File: src/rtl/serial_response_timeout_collector_unit_defines.svh
// ----------------------------------------------------------------------------
// serial response timeout collector: assertion macros
// concurrent checks that drop out of synthesis builds
// ----------------------------------------------------------------------------
`ifndef SERIAL_RESPONSE_TIMEOUT_COLLECTOR_UNIT_DEFINES_SVH
`define SERIAL_RESPONSE_TIMEOUT_COLLECTOR_UNIT_DEFINES_SVH

`ifndef SYNTH
// antecedent implies consequent in the same cycle
`define SRTC_ASSERT_SAME(lbl, clk, rst_n, ante, cons) \
  lbl: assert property (@(posedge clk) disable iff (!rst_n) (ante) |-> (cons)) \
    else $error("srtc same-cycle check failed");
// antecedent implies consequent in the next cycle
`define SRTC_ASSERT_NEXT(lbl, clk, rst_n, ante, cons) \
  lbl: assert property (@(posedge clk) disable iff (!rst_n) (ante) |=> (cons)) \
    else $error("srtc next-cycle check failed");
`else
`define SRTC_ASSERT_SAME(lbl, clk, rst_n, ante, cons)
`define SRTC_ASSERT_NEXT(lbl, clk, rst_n, ante, cons)
`endif

`endif

File: src/rtl/srtc_pkg.sv
// ----------------------------------------------------------------------------
// srtc_pkg
// shared types and codes of the serial response timeout collector
// ----------------------------------------------------------------------------
package srtc_pkg;

  localparam int unsigned CfgW   = 16;
  localparam int unsigned CfgIdxW = 1;

  // configuration register indexes
  localparam logic [CfgIdxW-1:0] CFG_FIRST_WAIT = 1'b0;
  localparam logic [CfgIdxW-1:0] CFG_IDLE_GAP   = 1'b1;

  typedef enum logic [1:0] {
    OP_START = 2'd0,
    OP_BYTE  = 2'd1,
    OP_TICK  = 2'd2
  } opcode_e;

  typedef enum logic {
    KIND_BYTE   = 1'b0,
    KIND_FINISH = 1'b1
  } result_kind_e;

  typedef struct packed {
    logic [7:0] rx_byte;
    logic [1:0] opcode;
  } item_t;

  typedef struct packed {
    logic       result_kind;
    logic       overflow_flag;
    logic [8:0] response_length;
    logic [7:0] byte_index;
    logic [7:0] data_byte;
  } result_t;

endpackage

File: src/rtl/srtc_in_stage.sv
// ----------------------------------------------------------------------------
// srtc_in_stage
// input register; holds one transaction until the core takes it
// ----------------------------------------------------------------------------
module srtc_in_stage (
  input  logic            clk_i,
  input  logic            rst_ni,
  input  logic            in_valid_i,
  output logic            in_ready_o,
  input  srtc_pkg::item_t in_item_i,
  input  logic            advance_i,
  output logic            valid_o,
  output srtc_pkg::item_t item_o
);
  import srtc_pkg::*;

  logic  valid_q, valid_d;
  item_t item_q;
  logic  take;

  assign in_ready_o = !valid_q || advance_i;
  assign take       = in_valid_i && in_ready_o;

  always_comb begin
    valid_d = valid_q;
    if (take) begin
      valid_d = 1'b1;
    end else if (advance_i) begin
      valid_d = 1'b0;
    end
  end

  always_ff @(posedge clk_i or negedge rst_ni) begin
    if (!rst_ni) begin
      valid_q <= 1'b0;
    end else begin
      valid_q <= valid_d;
    end
  end

  always_ff @(posedge clk_i) begin
    if (take) begin
      item_q <= in_item_i;
    end
  end

  assign valid_o = valid_q;
  assign item_o  = item_q;

endmodule

File: src/rtl/srtc_core.sv
// ----------------------------------------------------------------------------
// srtc_core
// phase control, timeout counters, byte count and result formation
// ----------------------------------------------------------------------------
module srtc_core #(
  parameter int unsigned MAX_LEN = 256
) (
  input  logic                          clk_i,
  input  logic                          rst_ni,
  input  logic                          cfg_we_i,
  input  logic [srtc_pkg::CfgIdxW-1:0]  cfg_idx_i,
  input  logic [srtc_pkg::CfgW-1:0]     cfg_wdata_i,
  input  logic                          fire_i,
  input  srtc_pkg::item_t               item_i,
  output logic                          res_valid_o,
  output srtc_pkg::result_t             res_o
);
  import srtc_pkg::*;

  localparam int unsigned CntW = $clog2(MAX_LEN + 1);
  localparam logic [CntW-1:0] MaxCnt = CntW'(MAX_LEN);

  typedef enum logic [1:0] {
    PH_IDLE    = 2'd0,
    PH_WAIT    = 2'd1,
    PH_COLLECT = 2'd2
  } phase_e;

  function automatic logic [CfgW-1:0] at_least_one(input logic [CfgW-1:0] v);
    return (v == '0) ? CfgW'(1) : v;
  endfunction

  logic [CfgW-1:0] first_wait_q, idle_gap_q;
  phase_e          phase_q, phase_d;
  logic [CfgW-1:0] wait_left_q, wait_left_d, wait_dec;
  logic [CfgW-1:0] gap_left_q, gap_left_d, gap_dec;
  logic [CntW-1:0] byte_count_q, byte_count_d;
  logic            ovf_q, ovf_d;

  assign wait_dec = wait_left_q - CfgW'(wait_left_q != '0);
  assign gap_dec  = gap_left_q - CfgW'(gap_left_q != '0);

  always_comb begin
    phase_d      = phase_q;
    wait_left_d  = wait_left_q;
    gap_left_d   = gap_left_q;
    byte_count_d = byte_count_q;
    ovf_d        = ovf_q;
    res_valid_o  = 1'b0;
    res_o        = '0;
    if (fire_i) begin
      case (item_i.opcode)
        OP_START: begin
          phase_d      = PH_WAIT;
          wait_left_d  = at_least_one(first_wait_q);
          gap_left_d   = '0;
          byte_count_d = '0;
          ovf_d        = 1'b0;
        end
        OP_BYTE: begin
          if (phase_q != PH_IDLE) begin
            phase_d    = PH_COLLECT;
            gap_left_d = at_least_one(idle_gap_q);
            if (byte_count_q < MaxCnt) begin
              res_valid_o       = 1'b1;
              res_o.result_kind = KIND_BYTE;
              res_o.data_byte   = item_i.rx_byte;
              res_o.byte_index  = 8'(byte_count_q);
              byte_count_d      = byte_count_q + CntW'(1);
            end else begin
              ovf_d = 1'b1;
            end
          end
        end
        OP_TICK: begin
          if (phase_q == PH_WAIT) begin
            wait_left_d = wait_dec;
            if (wait_dec == '0) begin
              phase_d    = PH_COLLECT;
              gap_left_d = at_least_one(idle_gap_q);
            end
          end else if (phase_q == PH_COLLECT) begin
            gap_left_d = gap_dec;
            if (gap_dec == '0) begin
              phase_d               = PH_IDLE;
              res_valid_o           = 1'b1;
              res_o.result_kind     = KIND_FINISH;
              res_o.response_length = 9'(byte_count_q);
              res_o.overflow_flag   = ovf_q;
            end
          end
        end
        default: begin
        end
      endcase
    end
  end

  always_ff @(posedge clk_i or negedge rst_ni) begin
    if (!rst_ni) begin
      first_wait_q <= CfgW'(100);
      idle_gap_q   <= CfgW'(10);
      phase_q      <= PH_IDLE;
      wait_left_q  <= '0;
      gap_left_q   <= '0;
      byte_count_q <= '0;
      ovf_q        <= 1'b0;
    end else begin
      if (cfg_we_i && cfg_idx_i == CFG_FIRST_WAIT) begin
        first_wait_q <= cfg_wdata_i;
      end
      if (cfg_we_i && cfg_idx_i == CFG_IDLE_GAP) begin
        idle_gap_q <= cfg_wdata_i;
      end
      phase_q      <= phase_d;
      wait_left_q  <= wait_left_d;
      gap_left_q   <= gap_left_d;
      byte_count_q <= byte_count_d;
      ovf_q        <= ovf_d;
    end
  end

endmodule

File: src/rtl/srtc_out_stage.sv
// ----------------------------------------------------------------------------
// srtc_out_stage
// result register; holds a result until the sink takes the transaction
// ----------------------------------------------------------------------------
module srtc_out_stage (
  input  logic              clk_i,
  input  logic              rst_ni,
  input  logic              fire_i,
  input  logic              res_valid_i,
  input  srtc_pkg::result_t res_i,
  input  logic              out_ready_i,
  output logic              out_valid_o,
  output logic              advance_o,
  output srtc_pkg::result_t res_o
);
  import srtc_pkg::*;

  logic    valid_q, valid_d;
  result_t res_q;

  assign advance_o = !valid_q || out_ready_i;

  always_comb begin
    valid_d = valid_q;
    if (advance_o) begin
      valid_d = fire_i && res_valid_i;
    end
  end

  always_ff @(posedge clk_i or negedge rst_ni) begin
    if (!rst_ni) begin
      valid_q <= 1'b0;
    end else begin
      valid_q <= valid_d;
    end
  end

  always_ff @(posedge clk_i) begin
    if (fire_i && res_valid_i) begin
      res_q <= res_i;
    end
  end

  assign out_valid_o = valid_q;
  assign res_o       = res_q;

endmodule

File: src/rtl/serial_response_timeout_collector_unit.sv
// ----------------------------------------------------------------------------
// serial_response_timeout_collector_unit
// collects one serial response framed by first-byte and idle-gap timeouts
//
// channel   dir  handshake                  payload
// s_axis    in   s_axis_tvalid/tready       tdata: opcode, rx_byte
// m_axis    out  m_axis_tvalid/tready       tdata: byte, index, length, ovf
//                                           tuser: result_kind
// cfg       in   cfg_we_i                   cfg_idx_i, cfg_wdata_i
//
// one transaction per cycle while the result is not stalled by m_axis_tready
// a result passes the input register and then the result register
// no clearing pass after reset; config regs reset to 100 and 10 ticks
// a stalled result holds the core, the input register takes one more
// ----------------------------------------------------------------------------
`include "serial_response_timeout_collector_unit_defines.svh"

module serial_response_timeout_collector_unit #(
  parameter int unsigned MAX_LEN = 256
) (
  input  logic                         clk_i,
  input  logic                         rst_ni,
  input  logic                         s_axis_tvalid,
  output logic                         s_axis_tready,
  input  logic [15:0]                  s_axis_tdata,   // opcode[1:0], rx_byte[9:2]
  output logic                         m_axis_tvalid,
  input  logic                         m_axis_tready,
  // data_byte[7:0], byte_index[15:8], response_length[24:16], overflow_flag[25]
  output logic [31:0]                  m_axis_tdata,
  output logic                         m_axis_tuser,   // result_kind[0]
  input  logic                         cfg_we_i,
  input  logic [srtc_pkg::CfgIdxW-1:0] cfg_idx_i,
  input  logic [srtc_pkg::CfgW-1:0]    cfg_wdata_i
);
  import srtc_pkg::*;

  item_t   in_item, stage_item;
  logic    stage_valid;
  logic    advance;
  logic    fire;
  logic    res_valid;
  result_t core_res, out_res;

  assign in_item.opcode  = s_axis_tdata[1:0];
  assign in_item.rx_byte = s_axis_tdata[9:2];
  assign fire            = stage_valid && advance;

  srtc_in_stage u_in_stage (
    .clk_i      (clk_i),
    .rst_ni     (rst_ni),
    .in_valid_i (s_axis_tvalid),
    .in_ready_o (s_axis_tready),
    .in_item_i  (in_item),
    .advance_i  (advance),
    .valid_o    (stage_valid),
    .item_o     (stage_item)
  );

  srtc_core #(
    .MAX_LEN (MAX_LEN)
  ) u_core (
    .clk_i       (clk_i),
    .rst_ni      (rst_ni),
    .cfg_we_i    (cfg_we_i),
    .cfg_idx_i   (cfg_idx_i),
    .cfg_wdata_i (cfg_wdata_i),
    .fire_i      (fire),
    .item_i      (stage_item),
    .res_valid_o (res_valid),
    .res_o       (core_res)
  );

  srtc_out_stage u_out_stage (
    .clk_i       (clk_i),
    .rst_ni      (rst_ni),
    .fire_i      (fire),
    .res_valid_i (res_valid),
    .res_i       (core_res),
    .out_ready_i (m_axis_tready),
    .out_valid_o (m_axis_tvalid),
    .advance_o   (advance),
    .res_o       (out_res)
  );

  assign m_axis_tdata = {6'd0, out_res.overflow_flag, out_res.response_length,
                         out_res.byte_index, out_res.data_byte};
  assign m_axis_tuser = out_res.result_kind;

  `SRTC_ASSERT_SAME(a_ready_low_means_full, clk_i, rst_ni, !s_axis_tready, stage_valid)
  `SRTC_ASSERT_SAME(a_fire_needs_room, clk_i, rst_ni, fire, !m_axis_tvalid || m_axis_tready)
  `SRTC_ASSERT_NEXT(a_result_reaches_out, clk_i, rst_ni, fire && res_valid, m_axis_tvalid)
  `SRTC_ASSERT_NEXT(a_stalled_item_kept, clk_i, rst_ni, stage_valid && !advance, stage_valid)

endmodule
File: config.mk
export PLATFORM = sky130hd
export DESIGN_NAME = serial_response_timeout_collector_unit
export DESIGN_NICKNAME = d
export VERILOG_FILES = /design/src/rtl/srtc_pkg.sv /design/src/rtl/srtc_in_stage.sv /design/src/rtl/srtc_core.sv /design/src/rtl/srtc_out_stage.sv /design/src/rtl/serial_response_timeout_collector_unit.sv
export VERILOG_INCLUDE_DIRS = /design/src /design/src/rtl
export SDC_FILE = /design/constraint.sdc
export NUM_CORES = 1
export LEC_CHECK = 0
export BUFFER_PORTS_ARGS = -buffer_cell sky130_fd_sc_hd__buf_2
export CORE_UTILIZATION = 55
export CTS_CLUSTER_DIAMETER = 120
export CTS_CLUSTER_SIZE = 20
export DETAILED_ROUTE_END_ITERATION = 8
export PLACE_DENSITY = 0.78
export SKIP_CTS_REPAIR_TIMING = 1
export SLEW_MARGIN = 15
export SYNTH_ARGS = -nofsm -noshare
export SYNTH_HDL_FRONTEND = slang
export SYNTH_SLANG_ARGS = --single-unit
File: constraint.sdc
create_clock -name clk_i -period 14 [get_ports clk_i]
set_clock_uncertainty 0.2 [all_clocks]
set_input_delay 0.7 -clock clk_i [delete_from_list [all_inputs] [get_ports clk_i]]
set_output_delay 0.7 -clock clk_i [all_outputs]
set_load 0.05 [all_outputs]
==> summary.md, run 1 <==
| Metric | Value |
|---|---|
| Status | complete, no violations |
| Rows | 37 |
| Ys Warns | 0 |
| All-Layer GR Usage | 25.4% |
| Routed WL per cell | 17.2 um |
| Crit-path max FO | 28 |
| Clock buffer depth | 2 |
| CTS H-Tree Depth | 4 |
| Setup CP Type | reg -> reg |
| FF-to-FF path depth | 13 |
| Ys async rst share | 67.8% |
| Initial antenna violation count | 0 |
| Min Hold Slack | 0.122 ns |
| Total CTS buffers | 17 |
| Layout area overhead | 16.6% |
| Layout cells sized above 1 | 24.0% |
| TritonCTS clock tree | done |
| DR pass1 iterations | 6 |
| Starting Density | 57.1% |
| Clock latency on the worst-skew pair | 0.52 ns |
| Minimum clock period | 4.79 ns |
| Post-synth EDFFs | 37 |
| Critical Path Start Type | flip-flop |
| CTS Root Cell | clkbuf_8 |
| Ys flop type | dfrtp_1 |
| Final worst setup slack | 9.21 ns |
| Clk sinks | 115 |
| CP Capture Type | flip-flop |
| Die area | 0.0112 sq mm |
| I/O Buffers | 60 |
| Die span in y | 106 um |
| Routed vias | between 4000 and 5000 |
| Synth Cell Area | between 0.005 and 0.006 sq mm |
| Critical Path RT | 13.98 ns |
| Pre-CTS setup slack | 9.46 ns |
| Syn_area_per_cell | 10.5 sq um |
| Crit share post-route | about a third |
| Setup slack, reg-to-reg | 9.21 ns |
| Worst R2R End | u_out_stage.res_o[19] |
| Number of synthesized register bits | 115 |
| Setup tns final | 0 ns |
| # diodes | 0 |
| Slew HR | 33.7% |
| Final design utilization | around 67% |
| Post-Synthesis Cells | 561 |
| Total power | 0.00127 W |
| Post-synthesis sequential area ratio | 51.9% |
| Worst path cell trace | nor4_1 -> nand2_1 -> nor4b_1 -> nand4_1 -> ha_1 -> ha_1 -> nor3b_1 -> a2111o_1 -> o211ai_1 -> and2_1 -> nand4_1 -> a21oi_2 -> buf_4 |
| Max-cap violations | 0 |
| ANT nets after route | 0 |
| Area of the core | 0.0104 sq mm |
| Worst vdd ir | roughly 87 uV |
| DP Wirelength | 8980 um |
| Routability Congestion | 0.885 |
| PD cells | 184 mW/mm^2 |
| DRC Markers | 0 |
| Total grt overflow | 0 |
| Largest net degree at the start of global routing | just under 80 |
| Vias per std cell | 6.15 |
| Clock transition at path regs | around 0.060 ns |
| Reg2reg start | u_core.gap_left_q[6] |
| NumNets Final | around 660 |
| I/O pin count | 73 |
| Count of endpoints failing setup in the final report | 0 |
| Max-slew violation count | 0 |
| Max incr delay on CP | 0.54 ns |
| Leakage Power | ~2.8 nW |
| 1st-iter DRT viols | about 340 |
| Fillers | 784 |
| Vias in the first global route | 4515 |
| Worst hold path class | in -> async |
| Total Routed Length | 13200 um |
| Die width | 106 um |
| CP max stage cell | nor4_1 |
| RSZ-0062 raised after global routing | no |
| Arr. time, crit path | 4.77 ns |
| Final Hold Viols | 0 |
| Synth cell types | 63 |
| Max Freq | between 200 and 250 MHz |
| First-pass GRT wire length | 22100 um |
| Least-Margin Pin Slew | 0.995 ns |
synthesized netlist by cell type, types with 2 or more instances:
library cell  count  share of area, %
nand2_1          39               2.5
dfrtp_1          73                31
buf_6             2              0.38
and3_1            3              0.32
nor4_1           14               1.5
a21bo_2           2              0.34
o22ai_1          13               1.4
or4_1             8               1.0
a211oi_1          3              0.38
clkbuf_1         21               1.3
xnor2_1           6              0.89
nor3b_1           3              0.38
a22o_1           14               2.1
mux2_2           32               6.1
mux2i_1           4              0.68
nand4_1          10               1.1
o21ai_0          39               3.3
buf_4             6              0.76
nor4b_1           3              0.44
or3_1             5              0.53
nor2_1           38               2.4
nor3_1           12               1.0
nand3_1          19               1.6
nor2b_1           7              0.74
or2_2             7              0.74
o211ai_1          3              0.38
o31ai_1           7              0.89
buf_2             5              0.42
xor2_1            5              0.74
edfxtp_1         37                19
inv_1            20               1.3
ha_1              9               1.9
a2bb2oi_1         2              0.30
a32o_1            4              0.68
dfstp_2           5               2.2
nand2b_1          6              0.63
and2_1           26               2.7
a2111o_1          2              0.38
a21oi_1          23               1.9
power by group:
part	internal [W]	leakage [nW]	switching (W)
Clock	0.000290	0.297	0.000161
Combinational	0.000133	1.19	0.000202
Sequential	0.000404	1.32	0.0000767
how the worst max path moves through the flow:
stage                               startpoint               endpoint  slack, ns  depth (start not counted)
after detailed placement  u_core.gap_left_q[6]  u_out_stage.res_o[26]       9.46                         13
after floorplan           u_core.gap_left_q[6]   u_out_stage.res_o[0]       9.00                         13
final                     u_core.gap_left_q[6]  u_out_stage.res_o[19]       9.21                         13
after global routing      u_core.gap_left_q[6]  u_out_stage.res_o[23]       9.06                         13
after global placement    u_core.gap_left_q[6]  u_out_stage.res_o[12]       9.57                         13
after CTS                 u_core.gap_left_q[6]  u_out_stage.res_o[22]       9.33                         13
placed cells by master, fill, tap and decap left out, drive strengths merged, types with 8 or more instances in the layout:
cell	netlist	final
nand2	39	39
nor3	12	12
nand4	10	10
nor2	38	38
clkbuf	21	17
buf	14	66
nand3	19	19
dfrtp	73	73
and2	27	27
a21oi	23	23
o21ai	40	40
edfxtp	37	37
a22o	14	14
ha	9	9
inv	20	23
mux2	32	32
o22ai	13	13
o31ai	8	8
or4	8	8
nor4	16	16
cells by family after synthesis:
family | share of synthesized area, %
compound gates | 14.1
xor+xnor | 1.63
fa+ha+maj | 1.90
buf+inv | 4.23
flops | 51.9
mux | 6.77
other cells | 0.0634
simple gates | 19.4
stage by stage:
stage	std cells	area, sq um
floorplan	566	5940
global route	765	6900
global placement	733	6280
detailed placement	733	6280
finish	765	6900
CTS	765	6900
flip-flops by register name, indices dropped and copies added (netlist names):
| register | cells |
|---|---|
| u_core.first_wait_q | 16 |
| u_core.phase_q | 2 |
| u_out_stage.out_valid_o | 1 |
| u_core.ovf_q | 1 |
| u_core.idle_gap_q | 16 |
| u_core.wait_left_q | 16 |
| u_core.gap_left_q | 16 |
| u_in_stage.item_o | 10 |
| u_out_stage.res_o | 27 |
| u_core.byte_count_q | 9 |
| u_in_stage.valid_o | 1 |
worst max-delay path: cells and delay by family, from the launching register on:
family,cells,cell delay (ns)
flip-flops,1,0.51
adder cells (fa/ha/maj),2,0.53
AO/OA/AOI/OAI,3,0.82
AND/OR/NAND/NOR,7,2.04
buffers and inverters,1,0.32
layout make-up:
| cell class | instances | area (sq um) | share of cell area (%) |
|---|---|---|---|
| inverters | 20 | 75.1 | 1.09 |
| well taps | 136 | 170 | 2.47 |
| clock inverters | 15 | 205 | 2.97 |
| repair buffers | 66 | 348 | 5.04 |
| multi-input cells | 396 | 2620 | 38.0 |
| clock buffers | 17 | 414 | 6.00 |
| flip-flops and latches | 115 | 3070 | 44.5 |
layer usage:
layer | GRT usage [%] | up-vias | wire [um]
li1 | - | 2177 | -
met1 | 33.9 | 2299 | 5720
met2 | 41.2 | 207 | 6490
met3 | 4.95 | 19 | 780
met4 | 9.33 | 0 | 197
met5 | 0 | - | 0
Note: power is estimated with default switching activity, not from simulation.
==> run 2, diff against run 1 <==
==> constraint.sdc (replaced) <==
create_clock -name clk_i -period 4.6 [get_ports clk_i]
set_clock_uncertainty 0.2 [all_clocks]
set_input_delay 0.23 -clock clk_i [delete_from_list [all_inputs] [get_ports clk_i]]
set_output_delay 0.23 -clock clk_i [all_outputs]
set_load 0.05 [all_outputs]
==> run 2 against run 1 <==
Against the previous run:
- worst hold slack lost 0.11 ns
- critical endpoint is now u_out_stage.res_o[25]
- first-iteration DRC count shrank 12%
- critical path depth is 1 lower
- total power grew to 3.1 times the previous value
- non-clock buffer count rose by 31
- cell count grew 4.1%
- utilization increased by 3.1 points
- combinational power rose to 3.1 times the previous value
- sequential share of layout area down 2.0 points
- clock-buffer cell count increased by 1
- worst setup slack worse by 8.9 ns
==> summary.md, run 2 (synthesis results as in run 1) <==
| Metric | Value |
|---|---|
| Die width | 106 um (unchanged) |
| Max Freq | 231 MHz (+11%) |
| Critical Path Start Type | flip-flop |
| Crit share post-route | 94.3% (+60 points) |
| Setup slack, reg-to-reg | 0.26 ns (-8.94 ns) |
| Die span in y | 106 um (unchanged) |
| ANT nets after route | 0 (unchanged) |
| Flop pwr share | 37.8% (about the same) |
| Total CTS buffers | 17 (unchanged) |
| Sw Share | 34.3% (-0.41 points) |
| # diodes | 0 (unchanged) |
| Layout area overhead | 22.1% |
| Clock transition at path regs | 0.06 ns (about the same) |
| Seq. cell area | 0.00307 sq mm (unchanged) |
| DP Wirelength | 8950 um (-0.28%) |
| Status | complete, no violations |
| Leading cell type in the layout, fill and taps excluded | dfrtp_1 |
| Hold depth | 3 |
| Crit-path max FO | 28 (unchanged) |
| Clock buffer depth | 2 (unchanged) |
| Total grt overflow | 0 (unchanged) |
| Worst R2R End | u_out_stage.res_o[25] |
| Routed vias | 4782 (+1.7%) |
| Rows | 37 (unchanged) |
| I/O pin count | 73 (unchanged) |
| Fillers | 747 (-4.7%) |
| Hold endpoint | u_out_stage.out_valid_o |
| Clk sinks | 115 (unchanged) |
| 1st-iter DRT viols | 298 (-12%) |
| Leakage Power | 2.93 nW (+4.3%) |
| Worst hold start | m_axis_tready |
| Setup CP Type | reg -> reg |
| FF-to-FF path depth | 12 (-1) |
| Most frequent cells in the layout | 73 x dfrtp_1, 59 x buf_2, 39 x nand2_1, 39 x o21ai_0 |
| Vias per std cell | 6.01 (-2.3%) |
| NetSw | 0.00133 W (+200%) |
| Max-slew violation count | 0 (unchanged) |
| Final Hold Viols | 0 (unchanged) |
| Routability Congestion | 0.878 (-0.75%) |
| Vias in the first global route | 4506 (-0.20%) |
| Setup tns final | 0 ns (unchanged) |
| Slew HR | 33.5% (-0.17 points) |
| Least-Margin Pin Slew | 0.998 ns (+0.00249 ns) |
| TritonCTS clock tree | done |
| Clock latency on the worst-skew pair | 0.51 ns (about the same) |
| Arr. time, crit path | 4.34 ns (-0.43 ns) |
| Count of endpoints failing setup in the final report | 0 (unchanged) |
| CTS H-Tree Depth | 4 (unchanged) |
| Final design utilization | 69.7% (+3.1 points) |
| Internal | 0.00254 W (+210%) |
| Total Routed Length | 14300 um (+8.5%) |
| DR pass1 iterations | 5 (-1) |
| PD cells | 535 mW/mm^2 (+190%) |
| Routed WL per cell | 18.0 um (+4.3%) |
| Worst hold path class | in -> reg |
| All-Layer GR Usage | 26.0% (+0.60 points) |
| RSZ-0062 raised after global routing | no |
| Critical Path RT | 4.61 ns (-9.37 ns) |
| Starting Density | 57.1% (unchanged) |
| Layout cells sized above 1 | 23.3% (-0.67 points) |
| Area of the multi-input gates | 0.00263 sq mm (+0.33%) |
| Area of the core | 0.0104 sq mm (unchanged) |
| Largest net degree at the start of global routing | 79 (unchanged) |
| I/O Buffers | 60 (unchanged) |
| CP Capture Type | flip-flop |
| Number of flip-flops in the largest register | 27 (unchanged) |
| Comb power frac | 27.3% (+0.8 points) |
| NumNets Final | 694 (+4.7%) |
| CTS Root Cell | clkbuf_8 |
| Initial antenna violation count | 0 (unchanged) |
| Max-cap violations | 0 (unchanged) |
| Part of the power in the clock network | 34.9% (-0.7 points) |
| Worst vdd ir | 308 uV (+250%) |
| First-pass GRT wire length | 22500 um (+2.0%) |
| Reg2reg start | u_core.gap_left_q[5] |
| Die area | 0.0112 sq mm (unchanged) |
| Minimum clock period | 4.34 ns (-0.458 ns) |
| DRC Markers | 0 (unchanged) |
## run 2: area by class of cell
type                            count  share of cell area, %
Tap cell                          136                   2.35
Sequential cell                   115                   42.5
Clock buffer                       18                   5.78
Inverter                           20                   1.04
Multi-Input combinational cell    396                   36.4
Timing Repair Buffer               97                   9.38
Clock inverter                     14                   2.60
## run 2: power groups by stage
stage | registers (W) | clock network (W) | logic, W
after global routing | 0.00149 | 0.00141 | 0.00117
after detailed placement | 0.00146 | 0 | 0.00100
after CTS | 0.00145 | 0.00137 | 0.00102
final | 0.00146 | 0.00135 | 0.00105
after global placement | 0.00145 | 0 | 0.000977
after floorplan | 0.00139 | 0 | 0.000829
## run 2: per-layer routing
| layer | routed length [um] | vias to the layer above | global-route usage (%) |
|---|---|---|---|
| li1 | - | 2231 | - |
| met1 | 6000 | 2334 | 33.6 |
| met2 | 7230 | 188 | 42.6 |
| met3 | 790 | 29 | 4.58 |
| met4 | 295 | 0 | 12.1 |
| met5 | 0 | - | 0 |
## run 2: worst max-delay path by stage
stage | from | endpoint | slack (ns) | cells after the start
5_1_grt | u_core.gap_left_q[6] | u_out_stage.res_o[25] | 0.006 | 13
3_3_place_gp | u_core.gap_left_q[6] | u_out_stage.res_o[11] | 0.35 | 13
2_1_floorplan | u_core.gap_left_q[6] | u_out_stage.res_o[0] | 0.19 | 13
6_report | u_core.gap_left_q[5] | u_out_stage.res_o[25] | 0.26 | 12
4_1_cts | u_core.gap_left_q[6] | u_out_stage.res_o[18] | 0.19 | 13
3_5_place_dp | u_core.gap_left_q[6] | u_out_stage.res_o[26] | 0.28 | 13
## run 2: critical path, cell delays in order, from the launching register on
cell	delay, ns
dfrtp_1	0.45
or4_1	0.64
nor4b_1	0.33
nand4_1	0.14
ha_1	0.24
ha_1	0.28
nor3b_1	0.24
a2111o_1	0.43
o211ai_1	0.15
and2_1	0.18
nand4_1	0.25
a21oi_2	0.29
buf_12	0.21
## run 2: stage by stage
stage / worst slack [ns] / power [W] / std cells / instance area, sq um / hold WS, ns
3_3_place_gp: 0.346 / 0.00242 / 735 / 6320 / 0.209
5_1_grt: 0.00621 / 0.00407 / 796 / 7230 / 0.0314
4_1_cts: 0.194 / 0.00384 / 767 / 6930 / -0.327
6_report: 0.264 / 0.00387 / 796 / 7230 / 0.0150
2_1_floorplan: 0.186 / 0.00222 / 566 / 5940 / -0.266
3_5_place_dp: 0.278 / 0.00246 / 735 / 6320 / 0.209
